<file path="src/hw/rtl/mnt_pkg.sv">
`default_nettype none

package mnt_pkg;

   typedef logic [3:0] cell_idx_type [16];

   typedef struct packed {
      logic        valid;
      logic [63:0] state;
      logic [63:0] tweak;
   } stage_type;

   typedef enum logic [1:0] {
      CSR_KEY_LOW      = 2'd0,
      CSR_KEY_HIGH     = 2'd1,
      CSR_ROUND_COUNT  = 2'd2,
      CSR_DECRYPT_MODE = 2'd3
   } csr_index_type;

   localparam int unsigned MAX_ROUNDS = 8;
   localparam logic [3:0] MIN_ROUND_COUNT = 4'd5;
   localparam logic [3:0] MAX_ROUND_COUNT = 4'd8;
   localparam logic [3:0] RESET_ROUND_COUNT = 4'd7;

   localparam logic [63:0] ALPHA = 64'h243F6A8885A308D3;

   localparam logic [63:0] ROUND_CONST [MAX_ROUNDS] = '{
      64'h13198A2E03707344, 64'hA4093822299F31D0,
      64'h082EFA98EC4E6C89, 64'h452821E638D01377,
      64'hBE5466CF34E90C6C, 64'hC0AC29B7C97C50DD,
      64'h3F84D5B5B5470917, 64'h9216D5D98979FB1B
   };

   localparam cell_idx_type SBOX = '{
      4'hC, 4'hA, 4'hD, 4'h3, 4'hE, 4'hB, 4'hF, 4'h7,
      4'h8, 4'h9, 4'h1, 4'h5, 4'h0, 4'h2, 4'h4, 4'h6
   };

   // new cell i = old cell table[i]
   localparam cell_idx_type PERM_FWD = '{
      4'd0, 4'd11, 4'd6, 4'd13, 4'd10, 4'd1, 4'd12, 4'd7,
      4'd5, 4'd14, 4'd3, 4'd8, 4'd15, 4'd4, 4'd9, 4'd2
   };
   localparam cell_idx_type PERM_INV = '{
      4'd0, 4'd5, 4'd15, 4'd10, 4'd13, 4'd8, 4'd2, 4'd7,
      4'd11, 4'd14, 4'd4, 4'd1, 4'd6, 4'd3, 4'd9, 4'd12
   };
   localparam cell_idx_type TWK_FWD = '{
      4'd6, 4'd5, 4'd14, 4'd15, 4'd0, 4'd1, 4'd2, 4'd3,
      4'd7, 4'd12, 4'd13, 4'd4, 4'd8, 4'd9, 4'd10, 4'd11
   };
   localparam cell_idx_type TWK_INV = '{
      4'd4, 4'd5, 4'd6, 4'd7, 4'd11, 4'd1, 4'd0, 4'd8,
      4'd12, 4'd13, 4'd14, 4'd15, 4'd9, 4'd10, 4'd2, 4'd3
   };

   // cell 0 is the most significant nibble
   function automatic logic [63:0] permute_cells(input logic [63:0] w,
                                                 input cell_idx_type tab);
      logic [63:0] r;
      r = '0;
      for (int i = 0; i < 16; i++) begin
         r[63 - 4 * i -: 4] = w[63 - 4 * int'(tab[i]) -: 4];
      end
      return r;
   endfunction

   function automatic logic [63:0] sub_cells(input logic [63:0] w);
      logic [63:0] r;
      r = '0;
      for (int i = 0; i < 16; i++) begin
         r[63 - 4 * i -: 4] = SBOX[w[63 - 4 * i -: 4]];
      end
      return r;
   endfunction

   // each 16-bit row becomes the XOR of the other three rows
   function automatic logic [63:0] mix_columns(input logic [63:0] w);
      logic [15:0] r0;
      logic [15:0] r1;
      logic [15:0] r2;
      logic [15:0] r3;
      r0 = w[63:48];
      r1 = w[47:32];
      r2 = w[31:16];
      r3 = w[15:0];
      return {r1 ^ r2 ^ r3, r0 ^ r2 ^ r3, r0 ^ r1 ^ r3, r0 ^ r1 ^ r2};
   endfunction

endpackage

`default_nettype wire

</file>
<file path="src/hw/rtl/mnt_inv_round.sv">
`default_nettype none

module mnt_inv_round
   import mnt_pkg::*;
(
   input  wire logic        clock,
   input  wire logic        reset,
   input  wire logic        active,
   input  wire logic [63:0] round_key,
   input  wire logic [63:0] round_const,
   input  wire stage_type   stage_in,
   output stage_type        stage_out
);

   logic        valid_ff;
   logic [63:0] state_ff;
   logic [63:0] tweak_ff;
   logic [63:0] state_in;
   logic [63:0] tweak_in;
   logic [63:0] keyed;

   always_comb begin
      keyed = permute_cells(mix_columns(stage_in.state), PERM_INV)
              ^ round_key ^ stage_in.tweak ^ round_const;
      if (active) begin
         state_in = sub_cells(keyed);
         tweak_in = permute_cells(stage_in.tweak, TWK_INV);
      end else begin
         state_in = stage_in.state;
         tweak_in = stage_in.tweak;
      end
   end

   always_ff @(posedge clock) begin
      if (reset) begin
         valid_ff <= 1'b0;
      end else begin
         valid_ff <= stage_in.valid;
      end
   end

   always_ff @(posedge clock) begin
      state_ff <= state_in;
      tweak_ff <= tweak_in;
   end

   assign stage_out = '{valid: valid_ff, state: state_ff, tweak: tweak_ff};

endmodule

`default_nettype wire
</file>
<file path="config.mk">
export PLATFORM = sky130hd
export DESIGN_NAME = mnt_inv_round
export DESIGN_NICKNAME = d
export VERILOG_FILES = /design/src/hw/rtl/mnt_pkg.sv /design/src/hw/rtl/mnt_inv_round.sv
export SDC_FILE = /design/constraint.sdc
export NUM_CORES = 1
export LEC_CHECK = 0
export BUFFER_PORTS_ARGS = -buffer_cell sky130_fd_sc_hd__buf_2
export CAP_MARGIN = 20
export CORE_AREA = 3 3 151 153
export CTS_CLUSTER_SIZE = 30
export DETAILED_ROUTE_END_ITERATION = 8
export DIE_AREA = 0 0 154 156
export PLACE_DENSITY = 0.78
export SLEW_MARGIN = 20
export SYNTH_ARGS = -nofsm -noshare
export SYNTH_HDL_FRONTEND = slang
export SYNTH_SLANG_ARGS = --single-unit
</file>
<file path="constraint.sdc">
create_clock -name clock -period 2.1 [get_ports clock]
set_input_delay 0.105 -clock clock [delete_from_list [all_inputs] [get_ports clock]]
set_output_delay 0.105 -clock clock [all_outputs]
set_load 0.02 [all_outputs]
</file>
==> metrics.yaml, run 1 <==
clk_pin_slew_worst_paths_ns: 0.07
setup_viol: 0
min_period_over_period_pct: 91.93
syn2layout_area_growth_pct: 48.18
crit_slowest_cell: "dlygate4sd3_1"
synth_nets: 952
place_hpwl_microns: 27390
switchingPower_uw: 3831
hold_viol_final: 0
drt_iter0_drc: 724
p_sw_share_pct: 35.40
numClockSinks: 129
place_ws_ns: 0.2592
dr.pass1.iters: 5
clk_path_buf_depth: 2
vias_per_cell: 5.195
outcome: "finished clean"
crit_path_end_kind: "flip-flop"
fin_crit_ns: 1.931
seqPwrFrac_pct: 27.7
port_buffers: 388
die-area_sq_um: 24020
maxSlewHeadroom_pct: 63.50
critPathMaxFanout: 6
num_io_pins: 389
synth-seq-cells: 129
grt_setup_unrepaired: "no"
routedWlPerCell_microns: 23.54
peakVddDrop_v: 0.0004834
arrival_ns: 2.24
grt_overflow: 0
holdCritPathClass: "input port to flip-flop"
numCtsBuffers: 17
cp_cell_sequence: "dlygate4sd3_1 -> buf_2 -> xnor2_1 -> xnor3_1 -> and3_1 -> a221o_1"
fmax_mhz: 518.0
cts_root_buffer: "clkbuf_16"
max_stage_delay_ns: 0.57
synth_area_per_cell_sq_um: 11.79
dp_cells: 1348
path_buf_inv: 2
cts_tree: "yes"
yosysSeqAreaShare_pct: 31.64
cts_hold_buf: 95
nNetsFinal: 1443
critPathTopFamily: "XOR/XNOR gates"
gp_congestion: 0.9012
core_area_sq_um: 21690
hold_path_startpoint: "stage_in[67]"
ys_types: 24
syn_inst: 692
worstSetupStartpoint: "stage_in[24]"
drc: 0
ant_nets: 0
grt_max_degree: 57
cap_violations: 0
p_int_uw: 6991
cts_resized: 0
fin_hold_ws_ns: 0.02020
tightest_slew_ns: 0.5436
drive_gt1_share_pct: 45.32
p_comb_share_pct: 41.2
vias: 7684
worstPathRequired_ns: 2.41
chipHeight_microns: 156
syn_area_sq_um: 8162
synth-warning-count: 0
track_usage_pct: 27.65
crit_type: "input port to flip-flop"
drv_slew: 0
layout_setup_ws_ns: 0.1695
grt_pass1_wl_microns: 48970
p_leak_uw: 0.005871
num_rows: 54
grt_antenna_before_repair: 4
h-tree-depth: 4
grt_pass1_vias: 7777
finalSetupTns_ns: 0
cellPowerDensity_nw_per_um2: 894.9
cts_setup_buffers: 0
initial_utilization_pct: 37.63
wl_microns: 34820
die_w_microns: 154
instances_no_fill: 1479
clockPowerShare_pct: 31.2
startpoint_type: "input port"
## power groups by stage
stage / Sequential [uW] / Combinational (uW) / Clock (uW)
floorplan: 3590 / 2220 / 0
global placement: 3040 / 4180 / 0
detailed placement: 3040 / 4250 / 0
CTS: 2990 / 4410 / 3420
global route: 3030 / 4730 / 3520
finish: 2990 / 4460 / 3370
## state kept, by name, indices dropped and copies added (netlist names)
| signal | flops |
|---|---|
| state_ff | 64 |
| valid_ff | 1 |
| tweak_ff | 64 |
## routing by layer
metal  vias up  GRT usage [%]  wire length, microns
met5         -              0                    13
met4         2          9.167                  1077
met3        67          6.463                  2851
met2       432          47.11                 16860
met1      3682          34.74                 14020
li1       3501              -                     -
## cell usage in the layout, fill, tap and decap left out, types with 17 or more instances in the layout
| cell type | instances |
|---|---|
| a21oi_1 | 32 |
| buf_2 | 387 |
| clkbuf_16 | 17 |
| dfxtp_1 | 129 |
| dlygate4sd3_1 | 96 |
| mux2_2 | 64 |
| o21ai_0 | 48 |
| xnor2_1 | 136 |
| xnor3_1 | 64 |
| xor2_1 | 32 |
## final timing paths
| check | endpoint | cells after the start |
|---|---|---|
| setup / recovery | state_ff[26] | 6 |
| hold / removal | state_ff[3] | 2 |
## cells by family after synthesis
group / after synthesis / synth area share, %
muxes: 64 / 8.830
DFF: 129 / 31.64
xor gates and xnor gates: 248 / 40.35
AOI/OAI and AO/OA: 176 / 14.66
and+or+nand+nor: 49 / 3.266
buffers and inverters: 26 / 1.257
## cell usage after synthesis (all sizes together)
cell	instances	area [sq um]
o31ai	16	120.1
xnor3	80	1822
and3	16	100.1
nor2	16	60.06
clkinv	1	3.750
a31oi	16	100.1
clkbuf	22	82.58
mux2	64	720.7
xnor2	136	1191
xor2	32	280.3
a21o	16	135.1
nor2b	1	6.260
a221o	16	160.2
or2	16	100.1
o21ai	48	240.2
a22o	16	140.1
buf	3	16.26
dfxtp	129	2582
a21oi	32	160.2
o2bb2ai	16	140.1
## metrics by stage
stage                     instance area, sq um  util [%]  total power, uW
final                                    12090     55.76            10820
after global routing                     12090     55.76            11270
after CTS                                12080     55.68            10820
after detailed placement                 10480     48.32             7281
after global placement                   10480     48.32             7220
after floorplan                           8162         -             5815
## cell type report
| cell class | count | area, sq um |
|---|---|---|
| Fill cell | 1883 | 9594 |
| Clock inverter | 15 | 220.2 |
| Clock buffer | 17 | 425.4 |
| Multi-Input combinational cell | 537 | 5477 |
| Tap cell | 280 | 350.3 |
| Antenna cell | 3 | 7.507 |
| Inverter | 1 | 3.754 |
| Timing Repair Buffer | 497 | 3028 |
| Sequential cell | 129 | 2582 |
Note: power is estimated with default switching activity, not from simulation.
==> run 2: changes to the inputs <==
Clock period 2.1 ns to 1.8 ns, I/O delays scaled along.
==> run 2 against run 1 <==
Against the previous run:
- the flow now finishes with violations (setup timing)
- sequential share of layout area down 0.24 points
- first-iteration DRC count up 5.0%
- power up 16%
- non-clock buffer count up 18
- utilization up 0.64 points
- sequential cell count unchanged
- critical path depth unchanged
- highest routed layer unchanged
==> metrics.yaml, run 2 (synthesis results as in run 1) <==
outcome: "complete, but fails checks"  # was finished clean
violations: "setup timing"
setup_viol: 1  # was 0
wl_microns: 35030  # was 34820 microns
hold_viol_final: 0  # unchanged
drc: 0  # unchanged
p_leak_uw: 0.005966  # was 0.005871 uW
routedWlPerCell_microns: 23.40  # was 23.54 microns
min_period_over_period_pct: 100.7
core_area_sq_um: 21690  # unchanged
cellPowerDensity_nw_per_um2: 1026  # was 894.9 nW/um^2
track_usage_pct: 27.49  # was 27.65%
grt_overflow: 0  # unchanged
clk_path_buf_depth: 2  # unchanged
crit_path_end_kind: "flip-flop"  # unchanged
cts_root_buffer: "clkbuf_16"  # unchanged
drv_slew: 0  # unchanged
num_rows: 54  # unchanged
holdCritPathClass: "input port to flip-flop"  # unchanged
fmax_mhz: 551.7
nNetsFinal: 1461  # was 1443
worstPathRequired_ns: 2.10  # was 2.41 ns
grt_max_degree: 71  # was 57
maxSlewHeadroom_pct: 63.17  # was 63.50%
hold_path_startpoint: "stage_in[85]"  # was stage_in[67]
fin_hold_ws_ns: 0.01206  # was 0.02020 ns
critPathMaxFanout: 5  # was 6
tightest_slew_ns: 0.5485  # was 0.5436 ns
arrival_ns: 2.11  # was 2.24 ns
layout_setup_ws_ns: -0.01248  # was 0.1695 ns
hold_depth: 2  # unchanged
die_w_microns: 154  # unchanged
clk_pin_slew_worst_paths_ns: 0.06  # was 0.07 ns
vias_per_cell: 5.189  # was 5.195
layout_commonest_cell: "buf_2"  # unchanged
grt_pass1_vias: 7856  # was 7777
numCtsBuffers: 17  # unchanged
cts_tree: "yes"  # unchanged
syn2layout_area_growth_pct: 49.89  # was 48.18%
cts_setup_buffers: 0  # unchanged
initial_utilization_pct: 37.63  # unchanged
grt_antenna_before_repair: 4  # unchanged
gp_congestion: 0.9111  # was 0.9012
cap_violations: 0  # unchanged
num_io_pins: 389  # unchanged
grt_setup_unrepaired: "no"  # unchanged
top_regs: "state_ff (64), tweak_ff (64), valid_ff (1)"  # unchanged
power_uw: 12550  # was 10820 uW
numClockSinks: 129  # unchanged
drt_iter0_drc: 760  # was 724
whs_endpoint: "state_ff[21]"  # was state_ff[3]
port_buffers: 388  # unchanged
peakVddDrop_v: 0.0005164  # was 0.0004834 V
dr.pass1.iters: 5  # unchanged
fill_cells: 1794  # was 1883
fin_crit_ns: 1.812
place_hpwl_microns: 27460  # was 27390 microns
ant_nets: 0  # unchanged
h-tree-depth: 4  # unchanged
die-area_sq_um: 24020  # unchanged
layout_common_cells: "387 x buf_2, 135 x xnor2_1, 129 x dfxtp_1"  # was 387 x buf_2, 136 x xnor2_1, 129 x dfxtp_1
startpoint_type: "input port"  # unchanged
crit_type: "input port to flip-flop"  # unchanged
finalSetupTns_ns: -0.01248  # was 0 ns
place_ws_ns: 0.1101  # was 0.2592 ns
chipHeight_microns: 156  # unchanged
grt_pass1_wl_microns: 48750  # was 48970 microns
vias: 7768  # was 7684
drive_gt1_share_pct: 46.38  # was 45.32%
[run 2: through the flow]
stage / cell area (sq um) / util (%) / cells
after floorplan: 8162 / - / 692
after global placement: 10630 / 49.00 / 1366
after detailed placement: 10630 / 49.00 / 1366
after CTS: 12210 / 56.29 / 1494
after global routing: 12230 / 56.40 / 1497
final: 12230 / 56.40 / 1497
[run 2: worst max-delay path by stage]
| stage | startpoint | cells past startpoint | endpoint | slack (ns) |
|---|---|---|---|---|
| 6_report | stage_in[12] | 6 | state_ff[14] | -0.01 |
| 5_1_grt | stage_in[12] | 6 | state_ff[14] | 0.003 |
| 4_1_cts | stage_in[24] | 7 | state_ff[26] | 0.03 |
| 3_3_place_gp | stage_in[64] | 5 | state_ff[34] | 0.12 |
| 3_5_place_dp | stage_in[19] | 5 | state_ff[18] | 0.11 |
| 2_1_floorplan | round_key[23] | 4 | state_ff[22] | 0.49 |
[run 2: power by group]
group / total [uW] / switching, uW / internal, uW
Combinational: 5280 / 2800 / 2480
Clock: 3780 / 1540 / 2230
Sequential: 3490 / 138 / 3360
Total: 12500 / 4480 / 8070
[run 2: cell type report]
type	count	area, sq um	share of cell area, %
clock inverters	15	195.2	1.596
inverters	1	3.754	0.03068
multi-input cells	537	5493	44.90
flip-flops and latches	129	2582	21.11
diodes	3	7.507	0.06137
repair buffers	515	3176	25.96
well taps	280	350.3	2.864
clock buffers	17	425.4	3.478
[run 2: repair_timing]
item / 4_1_cts / 5_1_grt
resized for setup: 0 / 3
endpoints found under the setup margin: 0 / 4
hold buffers: 96 / 0
endpoints found under the hold margin: 89 / 0
[run 2: routing by layer]
metal  up-vias  GRT usage [%]  share of wire [%]
met3        64          7.545                8.6
met2       421          47.32                 49
met5         -              0              0.020
li1       3548              -                  -
met4         2          10.30                3.3
met1      3733          32.94                 39
[run 2: worst max-delay path, stage by stage]
cell and delay, ns:
dlygate4sd3_1 0.53, buf_2 0.15, xnor2_1 0.43, xnor3_1 0.47, and3_1 0.20, a221o_1 0.25
