===== src/hw/rtl/mnt_pkg.sv =====
`default_nettype none

package mnt_pkg;

   typedef logic [3:0] cell_idx_type [16];

   typedef struct packed {
      logic        valid;
      logic [63:0] state;
      logic [63:0] tweak;
   } stage_type;

   typedef enum logic [1:0] {
      CSR_KEY_LOW      = 2'd0,
      CSR_KEY_HIGH     = 2'd1,
      CSR_ROUND_COUNT  = 2'd2,
      CSR_DECRYPT_MODE = 2'd3
   } csr_index_type;

   localparam int unsigned MAX_ROUNDS = 8;
   localparam logic [3:0] MIN_ROUND_COUNT = 4'd5;
   localparam logic [3:0] MAX_ROUND_COUNT = 4'd8;
   localparam logic [3:0] RESET_ROUND_COUNT = 4'd7;

   localparam logic [63:0] ALPHA = 64'h243F6A8885A308D3;

   localparam logic [63:0] ROUND_CONST [MAX_ROUNDS] = '{
      64'h13198A2E03707344, 64'hA4093822299F31D0,
      64'h082EFA98EC4E6C89, 64'h452821E638D01377,
      64'hBE5466CF34E90C6C, 64'hC0AC29B7C97C50DD,
      64'h3F84D5B5B5470917, 64'h9216D5D98979FB1B
   };

   localparam cell_idx_type SBOX = '{
      4'hC, 4'hA, 4'hD, 4'h3, 4'hE, 4'hB, 4'hF, 4'h7,
      4'h8, 4'h9, 4'h1, 4'h5, 4'h0, 4'h2, 4'h4, 4'h6
   };

   // new cell i = old cell table[i]
   localparam cell_idx_type PERM_FWD = '{
      4'd0, 4'd11, 4'd6, 4'd13, 4'd10, 4'd1, 4'd12, 4'd7,
      4'd5, 4'd14, 4'd3, 4'd8, 4'd15, 4'd4, 4'd9, 4'd2
   };
   localparam cell_idx_type PERM_INV = '{
      4'd0, 4'd5, 4'd15, 4'd10, 4'd13, 4'd8, 4'd2, 4'd7,
      4'd11, 4'd14, 4'd4, 4'd1, 4'd6, 4'd3, 4'd9, 4'd12
   };
   localparam cell_idx_type TWK_FWD = '{
      4'd6, 4'd5, 4'd14, 4'd15, 4'd0, 4'd1, 4'd2, 4'd3,
      4'd7, 4'd12, 4'd13, 4'd4, 4'd8, 4'd9, 4'd10, 4'd11
   };
   localparam cell_idx_type TWK_INV = '{
      4'd4, 4'd5, 4'd6, 4'd7, 4'd11, 4'd1, 4'd0, 4'd8,
      4'd12, 4'd13, 4'd14, 4'd15, 4'd9, 4'd10, 4'd2, 4'd3
   };

   // cell 0 is the most significant nibble
   function automatic logic [63:0] permute_cells(input logic [63:0] w,
                                                 input cell_idx_type tab);
      logic [63:0] r;
      r = '0;
      for (int i = 0; i < 16; i++) begin
         r[63 - 4 * i -: 4] = w[63 - 4 * int'(tab[i]) -: 4];
      end
      return r;
   endfunction

   function automatic logic [63:0] sub_cells(input logic [63:0] w);
      logic [63:0] r;
      r = '0;
      for (int i = 0; i < 16; i++) begin
         r[63 - 4 * i -: 4] = SBOX[w[63 - 4 * i -: 4]];
      end
      return r;
   endfunction

   // each 16-bit row becomes the XOR of the other three rows
   function automatic logic [63:0] mix_columns(input logic [63:0] w);
      logic [15:0] r0;
      logic [15:0] r1;
      logic [15:0] r2;
      logic [15:0] r3;
      r0 = w[63:48];
      r1 = w[47:32];
      r2 = w[31:16];
      r3 = w[15:0];
      return {r1 ^ r2 ^ r3, r0 ^ r2 ^ r3, r0 ^ r1 ^ r3, r0 ^ r1 ^ r2};
   endfunction

endpackage

`default_nettype wire


===== src/hw/rtl/mnt_fwd_round.sv =====
`default_nettype none

module mnt_fwd_round
   import mnt_pkg::*;
(
   input  wire logic        clock,
   input  wire logic        reset,
   input  wire logic        active,
   input  wire logic [63:0] round_key,
   input  wire logic [63:0] round_const,
   input  wire stage_type   stage_in,
   output stage_type        stage_out
);

   logic        valid_ff;
   logic [63:0] state_ff;
   logic [63:0] tweak_ff;
   logic [63:0] state_in;
   logic [63:0] tweak_in;
   logic [63:0] tweak_next;
   logic [63:0] keyed;

   always_comb begin
      tweak_next = permute_cells(stage_in.tweak, TWK_FWD);
      keyed      = sub_cells(stage_in.state) ^ round_const ^ round_key ^ tweak_next;
      if (active) begin
         state_in = mix_columns(permute_cells(keyed, PERM_FWD));
         tweak_in = tweak_next;
      end else begin
         state_in = stage_in.state;
         tweak_in = stage_in.tweak;
      end
   end

   always_ff @(posedge clock) begin
      if (reset) begin
         valid_ff <= 1'b0;
      end else begin
         valid_ff <= stage_in.valid;
      end
   end

   always_ff @(posedge clock) begin
      state_ff <= state_in;
      tweak_ff <= tweak_in;
   end

   assign stage_out = '{valid: valid_ff, state: state_ff, tweak: tweak_ff};

endmodule

`default_nettype wire


===== config.mk =====
export PLATFORM = sky130hd
export DESIGN_NAME = mnt_fwd_round
export DESIGN_NICKNAME = d
export VERILOG_FILES = /design/src/hw/rtl/mnt_pkg.sv /design/src/hw/rtl/mnt_fwd_round.sv
export SDC_FILE = /design/constraint.sdc
export NUM_CORES = 1
export LEC_CHECK = 0
export ABC_AREA = 0
export ABC_CLOCK_PERIOD_IN_PS = 2500
export BUFFER_PORTS_ARGS = -buffer_cell sky130_fd_sc_hd__buf_2
export CAP_MARGIN = 10
export CORE_AREA = 2 2 152 154
export CTS_BUF_LIST = sky130_fd_sc_hd__clkbuf_4 sky130_fd_sc_hd__clkbuf_8
export DETAILED_ROUTE_END_ITERATION = 8
export DIE_AREA = 0 0 154 156
export PLACE_DENSITY = 0.65
export SLEW_MARGIN = 0
export SYNTH_ARGS = -nofsm -noshare
export SYNTH_HDL_FRONTEND = slang
export SYNTH_SLANG_ARGS = --single-unit

===== constraint.sdc =====
create_clock -name clock -period 2.5 [get_ports clock]
set_input_delay 0.5 -clock clock [delete_from_list [all_inputs] [get_ports clock]]
set_output_delay 0.5 -clock clock [all_outputs]
set_load 0.02 [all_outputs]

==> results of run 1 <==
## final cells by class
class / instances / area [um2]
Fill cell: 2108 / 11300
Multi-Input combinational cell: 545 / 5480
Sequential cell: 129 / 2580
Timing Repair Buffer: 407 / 2120
Tap cell: 285 / 357
Clock buffer: 17 / 234
Clock inverter: 14 / 215
Inverter: 26 / 97.6
Antenna cell: 1 / 2.50
## worst max-delay path, stage by stage
cell     delay (ns)
buf_2          0.13
o21ai_0        0.18
a22oi_1        0.16
xnor2_1        0.52
xnor3_1        0.42
mux2_2         0.27
## logic make-up after synthesis
logic type	Yosys count	synth area share
xor+xnor	256	0.402
flops	129	0.314
compound gates	106	0.0736
mux	104	0.141
simple gates	64	0.0295
buf+inv	44	0.0205
fa+ha+maj	15	0.0196
## how the worst max path moves through the flow
stage                                       to  slack, ns  cells after the start
after floorplan           state_ff[12]$_DFF_P_       0.61                      5
after global placement    state_ff[14]$_DFF_P_       0.24                      6
after detailed placement  state_ff[28]$_DFF_P_       0.19                      6
after CTS                 state_ff[28]$_DFF_P_       0.67                      6
after global routing      state_ff[28]$_DFF_P_       0.54                      6
final                     state_ff[28]$_DFF_P_       0.63                      6
## routing by layer
metal,vias up,GRT usage
li1,3268,-
met1,3099,0.296
met2,229,0.395
met3,24,0.0561
met4,2,0.0632
met5,-,0
## cell usage after synthesis, drive strengths merged
| library cell | count | area, um2 |
|---|---|---|
| nand2 | 8 | 30.0 |
| xnor2 | 167 | 1640 |
| inv | 26 | 97.6 |
| nor2 | 55 | 206 |
| xor2 | 25 | 219 |
| a22oi | 6 | 45.0 |
| o21a | 10 | 75.1 |
| maj3 | 15 | 161 |
| o21ai | 13 | 65.1 |
| mux2i | 14 | 140 |
| xnor3 | 58 | 1310 |
| mux2 | 90 | 1020 |
| a21oi | 58 | 290 |
| o22ai | 10 | 62.6 |
| a21o | 9 | 67.6 |
| nor2b | 1 | 6.26 |
| buf | 2 | 11.3 |
| clkbuf | 16 | 60.1 |
| xor3 | 6 | 143 |
| dfxtp | 129 | 2580 |
## power breakdown
group	switching [mW]	total, mW	internal [mW]
Combinational	2.16	4.47	2.32
Clock	0.909	2.09	1.18
Sequential	0.113	2.65	2.54
Total	3.18	9.21	6.03
## flip-flops by register name, summed over array words and instances (netlist names)
name and cells:
state_ff 64, tweak_ff 64, valid_ff 1
## placed cells by master, fill, tap and decap left out, drive strengths merged
master | synthesis | routed
buf | 2 | 407
xnor2 | 167 | 167
dfxtp | 129 | 129
mux2 | 90 | 90
a21oi | 58 | 58
xnor3 | 58 | 58
nor2 | 55 | 55
inv | 26 | 26
xor2 | 25 | 25
clkbuf | 16 | 17
maj3 | 15 | 15
mux2i | 14 | 14
o21ai | 13 | 13
o22ai | 10 | 10
o21a | 10 | 10
a21o | 9 | 9
nand2 | 8 | 8
clkinv | 0 | 7
a22oi | 6 | 6
xor3 | 6 | 6
bufinv | 0 | 5
clkinvlp | 0 | 2
diode | 0 | 1
nor2b | 1 | 1
## stage by stage
stage                     hold slack, ns  setup WS (ns)
after floorplan                    0.572          0.608
after global placement             0.659          0.238
after detailed placement           0.660          0.193
after CTS                          0.149          0.665
after global routing               0.154          0.544
final                              0.192          0.631
==> results by group, run 1 <==
Status
  • Status: finished, final reports clean

Power
  • Pleak: 5.46 nW
  • PD cells: 831 nW/um2
  • Worst vdd ir: 0.339 mV
  • Overall Power: 9.21 mW

Clocking
  • Post-cts hold buffer count: 0
  • CTS sink count: 129
  • Post-CTS Setup Inserts: 0
  • CTS tree: done
  • CTS Buffer Depth: 2
  • Num CTS Buffers: 17
  • Root Buffer: clkbuf_8
  • Post-cts sizing count: 0
  • # H-tree levels: 4
  • Clk slew on worst S/H paths: 0.09 ns

Setup path
  • Beginning of the critical path: stage_in[86]
  • WP data arrival: 2.20 ns
  • Critical path required time: 2.83 ns
  • Crit-path max FO: 6
  • Worst setup SP type: input port
  • CP endpoint kind: flop
  • Critical path class: input port to flop

Hold path
  • Hold path endpoint: valid_ff$_SDFF_PP0_
  • Hold Crit Start: reset
  • Hold WC Path Type: input port to flop
  • Hold Path Stages: 2

Routing
  • Via count: 6622
  • Total wire length: 28500 um
  • Top layer in use: met5
  • Via/cell ratio: 4.65
  • WL met3: 1670 um
  • First drt pass iteration count: 6
  • WL met2: 14000 um
  • Met1 wire length: 12300 um
  • Initial DRC Count: 270
  • Drt wl/cell: 20.0 um
  • Antenna Nets Post-Route: 0
  • DR DRC count: 0

Layout
  • P&R area growth vs syn: 34.7%
  • Layout cell share with drive strength beyond 1: 0.504
  • Post-Layout Inst Area: 11100 um2
  • Layout Utilization: 0.496
  • NumNets Final: 1386
  • Finished Layout Cells: 1424

Place
  • Routability cong.: 0.810
  • Placed cell area: 10600 um2
  • Post-detail-place hpwl: 24300 um
  • Cells after DPL: 1392
  • IO Port Bufs: 388

Synth
  • Post-Syn Nets: 978
  • Yosys reg bits: 129
  • Mapped Area: 8230 um2
  • Ys Warns: 0
  • Syn avg cell area: 11.5 um2
  • Gate count after technology mapping: 718
  • Sequential element share of the synthesized area: 0.314
  • Distinct cell type count after synthesis: 26

Floorplanning
  • Core area: 22400 um2
  • Initial core utilization: 0.368
  • Die W: 154 um
  • Chip Height: 156 um
  • Row count: 55
  • Die footprint: 24000 um2
  • IO Pins: 389

GRT
  • GRT Total Usage: 0.232
  • GRT Residual Overflow: 0
  • Pin count of the biggest net entering global routing: 45
  • Initial antenna violation count: 1
  • First-pass GRT wire length: 40100 um
  • Vias in the first global route: 6599

STA
  • Final Hold Vio Count: 0
  • Setup violations, final: 0
  • Final min period: 1.87 ns
  • Fin Setup TNS: 0 ns
  • Highest clock rate: 535 MHz
  • RSZ-0062 raised after global routing: false
  • Fin. max-slew vios: 0
  • Worst rel slew slack: 0.524
  • Slew @ Worst Pin: 0.708 ns
  • Final Cycle Share: 0.747

Flow run
  • Max-cap violations: 0
No activity file was read; power rests on OpenSTA's default activity.
==> run 2, diff against run 1 <==
--- a/config.mk
+++ b/config.mk
@@ -6,7 +6,7 @@
 export NUM_CORES = 1
 export LEC_CHECK = 0
 export ABC_AREA = 0
-export ABC_CLOCK_PERIOD_IN_PS = 2500
+export ABC_CLOCK_PERIOD_IN_PS = 1900
 export BUFFER_PORTS_ARGS = -buffer_cell sky130_fd_sc_hd__buf_2
 export CAP_MARGIN = 10
 export CORE_AREA = 2 2 152 154
==> constraint.sdc (replaced) <==
create_clock -name clock -period 1.9 [get_ports clock]
set_input_delay 0.38 -clock clock [delete_from_list [all_inputs] [get_ports clock]]
set_output_delay 0.38 -clock clock [all_outputs]
set_load 0.02 [all_outputs]
==> results by group, run 2 (synthesis gave the netlist of run 1 again) <==
Floorplanning
  • Die W: 154 um
  • Row count: 55
  • Die footprint: 24000 um2
  • IO Pins: 389
  • Chip Height: 156 um
  • Core area: 22400 um2
  • Initial core utilization: 0.368

Power
  • PD cells: 1060 nW/um2
  • Combinational power share: 0.502
  • Overall Power: 12.6 mW
  • Internal power: 8.28 mW
  • Pleak: 5.97 nW
  • Clock Power Share: 0.221
  • NetSw: 4.32 mW
  • Worst vdd ir: 0.497 mV
  • Fraction of power consumed by sequential logic: 0.277
  • Sw Ratio: 0.343

STA
  • Worst rel slew slack: 0.573
  • Final Cycle Share: 0.876
  • Highest clock rate: 601 MHz
  • Fin. max-slew vios: 0
  • RSZ-0062 raised after global routing: false
  • Final min period: 1.66 ns
  • Setup WS post-layout: 0.236 ns
  • Setup violations, final: 0
  • Slew @ Worst Pin: 0.637 ns
  • Hold slack final: 0.0621 ns
  • Fin Setup TNS: 0 ns
  • Final Hold Vio Count: 0

Layout
  • Highest-count cells in the layout ignoring fill and taps: buf_2, xnor2_1, dfxtp_1, buf_4, mux2_2
  • Layout Utilization: 0.532
  • P&R area growth vs syn: 44.4%
  • Layout cell share with drive strength beyond 1: 0.545
  • Post-Layout Inst Area: 11900 um2
  • Fill count: 2055
  • Most common cell after layout, fill and taps aside: buf_2
  • NumNets Final: 1491
  • Finished Layout Cells: 1531
  • Register area: 2580 um2
  • Multi-input logic area: 5480 um2
  • Top Registers: state_ff: 64 flops, tweak_ff: 64 flops, valid_ff: 1 flops

Setup path
  • Crit-path max FO: 2
  • WP data arrival: 2.01 ns
  • Worst path most repeated cell: xnor2_1
  • Critical path required time: 2.24 ns
  • Buffers and inverters on the worst path: 1
  • Cell chain of the critical path: buf_2 -> xor2_1 -> xnor2_1 -> xnor2_1 -> xnor3_1 -> mux2_2
  • CP endpoint kind: flop
  • Beginning of the critical path: round_key[27]
  • Worst setup SP type: input port
  • Slowest cell on crit path: xor2_1
  • Critical path class: input port to flop
  • Crit path largest cell delay: 0.48 ns
  • CP delay by family, top: XOR/XNOR gates

Clocking
  • # H-tree levels: 4
  • Post-CTS Setup Inserts: 0
  • CTS tree: done
  • Post-cts hold buffer count: 0
  • Root Buffer: clkbuf_8
  • CTS sink count: 129
  • Clk slew on worst S/H paths: 0.09 ns
  • CTS Buffer Depth: 2
  • Num CTS Buffers: 17
  • Post-cts sizing count: 0

Hold path
  • Hold Crit Start: reset
  • Hold WC Path Type: input port to flop

GRT
  • Pin count of the biggest net entering global routing: 44
  • First-pass GRT wire length: 42700 um
  • Initial antenna violation count: 4
  • GRT Total Usage: 0.244
  • Vias in the first global route: 7207
  • GRT Residual Overflow: 0

Routing
  • DR DRC count: 0
  • Initial DRC Count: 249
  • Drt wl/cell: 19.5 um
  • Via count: 7070
  • WL met3: 1970 um
  • Via/cell ratio: 4.62
  • WL met2: 14700 um
  • Top layer in use: met5
  • Met1 wire length: 12500 um
  • Total wire length: 29800 um
  • First drt pass iteration count: 5
  • Antenna Nets Post-Route: 0

Place
  • Placed cell area: 11400 um2
  • Routability cong.: 0.818
  • Cells after DPL: 1497
  • Worst slack at placement: -0.255 ns
  • Post-detail-place hpwl: 25600 um
  • IO Port Bufs: 388

Status
  • Status: finished, final reports clean

Flow run
  • Max-cap violations: 0
-- run 2: changes by cell type in the layout (fill, tap and decap cells not counted) --
cell / change
buf_12: +1
buf_4: +104
clkinv_4: -2
clkinvlp_4: +1
diode_2: +2
inv_6: +1
-- run 2: cell type report --
cell class / count / share of cell area
timing repair buffer: 512 / 0.245
antenna: 3 / 0.000631
clock inverter: 14 / 0.0180
inverter: 26 / 0.00821
tap: 285 / 0.0300
multi-input combinational: 545 / 0.461
clock buffer: 17 / 0.0197
sequential: 129 / 0.217
-- run 2: path summary, 6_finish.rpt --
check,to,slack [ns],depth (start not counted)
max,state_ff[55]$_DFF_P_,0.24,6
min,valid_ff$_SDFF_PP0_,0.06,2
-- run 2: routing by layer --
| metal | global-route usage | vias up |
|---|---|---|
| met5 | 0 | - |
| met4 | 0.0672 | 2 |
| met3 | 0.0644 | 33 |
| met2 | 0.427 | 259 |
| met1 | 0.298 | 3293 |
| li1 | - | 3483 |
-- run 2: power groups by stage --
stage	Combinational [mW]	Sequential, mW	Clock (mW)
after floorplan	3.17	4.38	0
after global placement	6.28	3.56	0
after detailed placement	6.35	3.56	0
after CTS	6.38	3.50	2.83
after global routing	6.69	3.55	2.95
final	6.32	3.50	2.78
